<file path="src/rtl/assert_macros.svh">
// assertion macros shared by the rtl of the encoder tracker
// expects the asserting module to have ports named clock and reset
`ifndef ASSERT_MACROS_SVH
`define ASSERT_MACROS_SVH

// checked only while reset is low
`define EPST_ASSERT(lbl, prop, msg) \
   lbl: assert property (@(posedge clock) disable iff (reset) prop) \
      else $error(msg);

// checked at every edge, reset included
`define EPST_ASSERT_NR(lbl, prop, msg) \
   lbl: assert property (@(posedge clock) prop) else $error(msg);

`endif

</file>
<file path="src/rtl/epst_pkg.sv">
// shared types, constants and helpers for the encoder position and speed tracker
// no dependencies
`timescale 1ns / 1ps

package epst_pkg;

   // difference window
   localparam int WINDOW  = 16;
   localparam int RING_AW = $clog2(WINDOW);

   localparam int TICKS_PER_SECOND = 1000000000;

   // field widths
   localparam int SAMPLE_W = 16;
   localparam int DIFF_W   = 18;
   localparam int SUM_W    = 22;
   localparam int WRAP_W   = 32;
   localparam int POS_W    = 49;
   localparam int ROT_W    = 56;
   localparam int SPD_W    = 32;
   localparam int EDGE_W   = 3;
   localparam int BEAT_W   = 30;
   localparam int DEN_W    = SAMPLE_W + EDGE_W;
   localparam int PROD_W   = BEAT_W + DIFF_W;

   // request codes
   localparam logic REQ_SAMPLE = 1'b0;
   localparam logic REQ_CLEAR  = 1'b1;

   // csr port
   localparam int CSR_IDX_W  = 3;
   localparam int CSR_DATA_W = 30;

   typedef enum logic [CSR_IDX_W-1:0] {
      CSR_WRAP_LIMIT     = 3'd0,
      CSR_LOW_THRESHOLD  = 3'd1,
      CSR_HIGH_THRESHOLD = 3'd2,
      CSR_COUNTS_PER_REV = 3'd3,
      CSR_EDGE_FACTOR    = 3'd4,
      CSR_BEAT_PERIOD    = 3'd5
   } csr_idx_type;

   localparam logic [SAMPLE_W-1:0] RST_WRAP_LIMIT     = 16'd65535;
   localparam logic [SAMPLE_W-1:0] RST_LOW_THRESHOLD  = 16'd16384;
   localparam logic [SAMPLE_W-1:0] RST_HIGH_THRESHOLD = 16'd49152;
   localparam logic [SAMPLE_W-1:0] RST_COUNTS_PER_REV = 16'd1024;
   localparam logic [EDGE_W-1:0]   RST_EDGE_FACTOR    = 3'd4;
   localparam logic [BEAT_W-1:0]   RST_BEAT_PERIOD    = 30'd1000000;

   // shared divider: radix 4, two quotient bits per cycle
   localparam int DIV_W     = 58;
   localparam int DIVR_W    = 30;
   localparam int DIV_STEPS = DIV_W / 2;
   localparam int DIV_CW    = $clog2(DIV_STEPS);

   typedef struct packed {
      logic              start;
      logic [DIV_W-1:0]  dividend;
      logic [DIVR_W-1:0] divisor;
   } div_req_type;

   typedef struct packed {
      logic             busy;
      logic             done;
      logic [DIV_W-1:0] quotient;
   } div_rsp_type;

   function automatic logic [RING_AW-1:0] ring_next(input logic [RING_AW-1:0] p);
      logic [RING_AW-1:0] n;
      if (p == RING_AW'(WINDOW - 1)) begin
         n = '0;
      end else begin
         n = p + 1'b1;
      end
      return n;
   endfunction

   // times 360 as shift and add
   function automatic logic signed [DIV_W-1:0] mul_deg(input logic signed [DIV_W-1:0] x);
      return (x <<< 8) + (x <<< 6) + (x <<< 5) + (x <<< 3);
   endfunction

   function automatic logic [DIV_W-1:0] magnitude(input logic signed [DIV_W-1:0] x);
      logic [DIV_W-1:0] u;
      u = x;
      return x[DIV_W-1] ? (~u + 1'b1) : u;
   endfunction

endpackage

</file>
<file path="src/rtl/epst_div.sv">
// sequential unsigned divider, two quotient bits per cycle, shared by the tracker
// depends on epst_pkg
`timescale 1ns / 1ps

module epst_div
   import epst_pkg::*;
(
   input  logic        clock,
   input  logic        reset,
   input  div_req_type div_req,
   output div_rsp_type div_rsp
);

   logic              busy_ff, busy_in;
   logic              done_ff, done_in;
   logic [DIV_CW-1:0] cnt_ff, cnt_in;
   logic [DIVR_W-1:0] rem_ff, rem_in;
   logic [DIV_W-1:0]  quo_ff, quo_in;
   logic [DIVR_W-1:0] dvs_ff, dvs_in;

   logic [DIVR_W:0] r1, m1, r2, m2;
   logic            ge1, ge2;

   // two restoring steps
   always_comb begin
      r1  = {rem_ff, quo_ff[DIV_W-1]};
      ge1 = (r1 >= {1'b0, dvs_ff});
      m1  = ge1 ? (r1 - {1'b0, dvs_ff}) : r1;
      r2  = {m1[DIVR_W-1:0], quo_ff[DIV_W-2]};
      ge2 = (r2 >= {1'b0, dvs_ff});
      m2  = ge2 ? (r2 - {1'b0, dvs_ff}) : r2;
   end

   always_comb begin
      busy_in = busy_ff;
      done_in = 1'b0;
      cnt_in  = cnt_ff;
      rem_in  = rem_ff;
      quo_in  = quo_ff;
      dvs_in  = dvs_ff;
      if (div_req.start) begin
         busy_in = 1'b1;
         cnt_in  = DIV_CW'(DIV_STEPS - 1);
         rem_in  = '0;
         quo_in  = div_req.dividend;
         dvs_in  = div_req.divisor;
      end else if (busy_ff) begin
         rem_in = m2[DIVR_W-1:0];
         quo_in = {quo_ff[DIV_W-3:0], ge1, ge2};
         if (cnt_ff == '0) begin
            busy_in = 1'b0;
            done_in = 1'b1;
         end else begin
            cnt_in = cnt_ff - 1'b1;
         end
      end
   end

   always_ff @(posedge clock) begin
      if (reset) begin
         busy_ff <= 1'b0;
         done_ff <= 1'b0;
         cnt_ff  <= '0;
      end else begin
         busy_ff <= busy_in;
         done_ff <= done_in;
         cnt_ff  <= cnt_in;
      end
      rem_ff <= rem_in;
      quo_ff <= quo_in;
      dvs_ff <= dvs_in;
   end

   assign div_rsp.busy     = busy_ff;
   assign div_rsp.done     = done_ff;
   assign div_rsp.quotient = quo_ff;

endmodule
</file>
<file path="config.mk">
export PLATFORM = sky130hd
export DESIGN_NAME = epst_div
export DESIGN_NICKNAME = d
export VERILOG_FILES = /design/src/rtl/assert_macros.svh /design/src/rtl/epst_pkg.sv /design/src/rtl/epst_div.sv
export SDC_FILE = /design/constraint.sdc
export NUM_CORES = 1
export LEC_CHECK = 0
export ABC_AREA = 1
export CORE_MARGIN = 3
export CORE_UTILIZATION = 50
export CTS_CLUSTER_DIAMETER = 30
export DETAILED_ROUTE_END_ITERATION = 8
export DONT_BUFFER_PORTS = 1
export GPL_TIMING_DRIVEN = 1
export MAX_ROUTING_LAYER = met4
export PLACE_DENSITY = 0.68
export SLEW_MARGIN = 10
export SYNTH_ARGS = -nofsm -noshare
export SYNTH_HDL_FRONTEND = slang
export SYNTH_SLANG_ARGS = --single-unit
export TNS_END_PERCENT = 10
</file>
<file path="constraint.sdc">
create_clock -name clock -period 3.6 [get_ports clock]
set_input_delay 0.18 -clock clock [delete_from_list [all_inputs] [get_ports clock]]
set_output_delay 0.18 -clock clock [all_outputs]
set_load 0.005 [all_outputs]
</file>
==> results.yml <==
synth:
  synth_xor_area_share_pct: 2.940
  synth_top_family_by_area: "simple AND/OR/NAND/NOR gates"
  async_flop_share_pct: 0
  synthCells: 1549
  avgSynthCellArea_sq_um: 6.539
  synth_top_area_share_pct: 26.09
  synth_nets: 1703
  ys_seq_area_share_pct: 33.40
  muxShareOfSynthArea_pct: 0
  yosys_warnings: 0
  synth_compound_area_share_pct: 5.275
  synthAdderAreaFrac_pct: 7.931
  syn_area_sq_mm: 0.01013
  post_synth_num_cell_types: 44
  synth_top_area_cell: "edfxtp_1"
  synthTopCellsByCount: "650 x nand2_1, 255 x inv_1, 101 x nand3_1"
  synth_most_common_cell: "nand2_1"
  ys_ff_latch: 125
  synth-simple-area-share_pct: 38.86
  synth.area.top_cells: "edfxtp_1 26%, nand2_1 24%, inv_1 9.5%"
  synth-main-ff-cell: "edfxtp_1"
  synth-edff-count: 88
power_and_ir_drop:
  power_leakage_nw: 8.363
  p_sw_share_pct: 29.99
  power.share.combinational_pct: 24.5
  seq_power_share_pct: 38.2
  vdd_drop_max_v: 0.0003110
  power.internal_mw: 3.227
  p_sw_mw: 1.383
  clock_power_share_pct: 37.3
  power_density_mw_per_mm2: 285.2
critical_path:
  cp.required_ps: 3960
  slowest_delay_ps: 480
  cpMostUsedCell: "nand2_2"
  path_max_fanout: 8
  worstPathArrival_ps: 4540
  crit_path_start_kind: "flip-flop"
  critPathKind: "flip-flop to flip-flop"
  cp-end-kind: "flip-flop"
  crit_slowest_cell: "edfxtp_1"
timing:
  finalCriticalPeriod_ps: 4181
  finalMaxSlewViolations: 0
  fin_crit_sh_pct: 116.2
  finalSetupViolations: 31
  max_slew_margin_pct: 37.03
  rsz0062_at_grt: "yes"
  fin_skew_ps: 13.64
  tightest_slew_ps: 938.8
  hold_violations: 0
  fmax_ghz: 0.2392
  setup_tns_ps: -13810
  setup_ws_ps: -581.5
floorplan:
  core_area_sq_mm: 0.01965
  start_util_pct: 51.53
  die_y_um: 148.3
  die_w_um: 148.3
  die_area_sq_mm: 0.02200
  rows: 51
  ios: 151
cells_and_area:
  drive_above_1_share_pct: 35.80
  nNetsFinal: 2130
  final_util_pct: 82.24
  area_delta_synth_final_pct: 59.59
  fin_cells: 2255
routing:
  vias: 12400
  drc: 0
  drtPass1Iterations: 6
  ant_nets: 0
  vias_per_cell: 5.498
  totalWireLength_um: 42670
  drt_iter0_drc: 1205
  wl_per_cell_um: 18.92
clocking:
  clock_sinks: 125
  clk_pin_slew_worst_paths_ps: 70
  cts_buffer_depth: 2
  cts_tree: "yes"
  clock_latency_ps: 430
  root_buffer: "clkbuf_16"
  numCtsBuffers: 17
  htreeDepth: 4
grt:
  grt_pass1_wl_um: 54610
  grtUsageTotal_pct: 32.43
  grt_remaining_overflow: 0
  antenna_found_initial: 1
  grt_pass1_vias: 10820
  grt_max_degree: 85
hold_path:
  hp-class: "input pin to flip-flop"
placed_design:
  io_buffer_count: 0
  gp_congestion: 0.9588
  placedCellCount: 2084
  dp_slack_ps: -679.9
  dp_hpwl_um: 25910
status:
  violations: "setup timing"
  status: "finished, violations left"
flow_run:
  maxCapViolations: 0
[state kept, by name, indices dropped and copies added, names as in the netlist]
register,flops
busy_ff,1
cnt_ff,5
dvs_ff,30
quo_ff,58
rem_ff,30
done_ff,1
[metal layers]
metal | track usage, % | share of wire [%] | up-vias
met1 | 41.96 | 37 | 5662
met5 | - | 0 | -
met3 | 5.728 | 9.8 | 205
li1 | - | - | 5720
met4 | 13.16 | 5.9 | 0
met2 | 50.77 | 47 | 812
[cell families after synthesis]
logic type	after synthesis
AND/OR/NAND/NOR	933
adder cells (fa/ha/maj)	63
flip-flops	125
buffers and inverters	298
XOR/XNOR	34
AO/OA/AOI/OAI	96
[repair_timing]
action	CTS	global route
hold buffers	88	0
endpoints found under the hold margin	122	0
buffers inserted	1	36
pin swaps	0	103
gates cloned	0	13
setup endpoints to repair	31	31
resized for setup	17	326
[final timing paths]
path | startpoint | end | slack (ps) | depth (start not counted)
worst max-delay path | quo_ff[57]$_DFFE_PP_ | rem_ff[19]$_SDFFE_PP0P_ | -580 | 29
worst min-delay path | div_req[88] | quo_ff[24]$_DFFE_PP_ | 20 | 2
worst max register to register | quo_ff[57]$_DFFE_PP_ | rem_ff[19]$_SDFFE_PP0P_ | -580 | 29
worst min register to register | cnt_ff[0]$_SDFFE_PP0P_ | cnt_ff[0]$_SDFFE_PP0P_ | 450 | 1
[per-stage QoR]
| step | hold WS, ps | area (sq um) | power, mW |
|---|---|---|---|
| final | 21.98 | 16160 | 4.610 |
| after global routing | 21.32 | 16160 | 4.748 |
| after CTS | 19.90 | 14240 | 4.337 |
| after detailed placement | 252.1 | 12670 | 2.555 |
| after global placement | 250.7 | 12670 | 2.548 |
| after floorplan | 249.1 | 10130 | 2.161 |
[worst max-delay path: cells and delay by family, from the launching register on]
kind                       cells  cell delay, ps
xor gates and xnor gates       1             230
AOI/OAI and AO/OA              1             200
and+or+nand+nor               17            1690
DFF                            1             480
adders and majority gates      3             780
buffers and inverters          7             700
[cell usage in the layout (no fill, tap or decap), types with 13 or more instances in the layout]
cell	n
nand2_2	96
nand2_1	547
nand2_4	17
nand3_1	73
dlygate4sd3_1	87
nand4_1	42
edfxtp_1	88
xnor2_1	21
nor2_1	59
ha_4	54
a21oi_1	34
o21ai_0	14
buf_4	329
clkbuf_16	26
dfxtp_1	37
buf_6	13
inv_1	207
nand3_2	26
a21oi_2	14
inv_2	49
nor2_2	27
[final cells by class]
| type | count | area (sq um) |
|---|---|---|
| well taps | 265 | 331.6 |
| flip-flops and latches | 125 | 3383 |
| clock inverters | 14 | 145.1 |
| inverters | 260 | 980.9 |
| multi-input cells | 1126 | 7012 |
| repair buffers | 446 | 3880 |
| fillers | 1214 | 3490 |
| clock buffers | 18 | 429.2 |
| diodes | 1 | 2.502 |
[power by group through the flow]
stage	clock network, mW	registers [mW]	logic, mW
floorplan	0	1.75	0.412
global placement	0	1.77	0.774
detailed placement	0	1.77	0.783
CTS	1.69	1.75	0.896
global route	1.78	1.77	1.20
finish	1.72	1.76	1.13
Note: power is estimated with default switching activity, not from simulation.
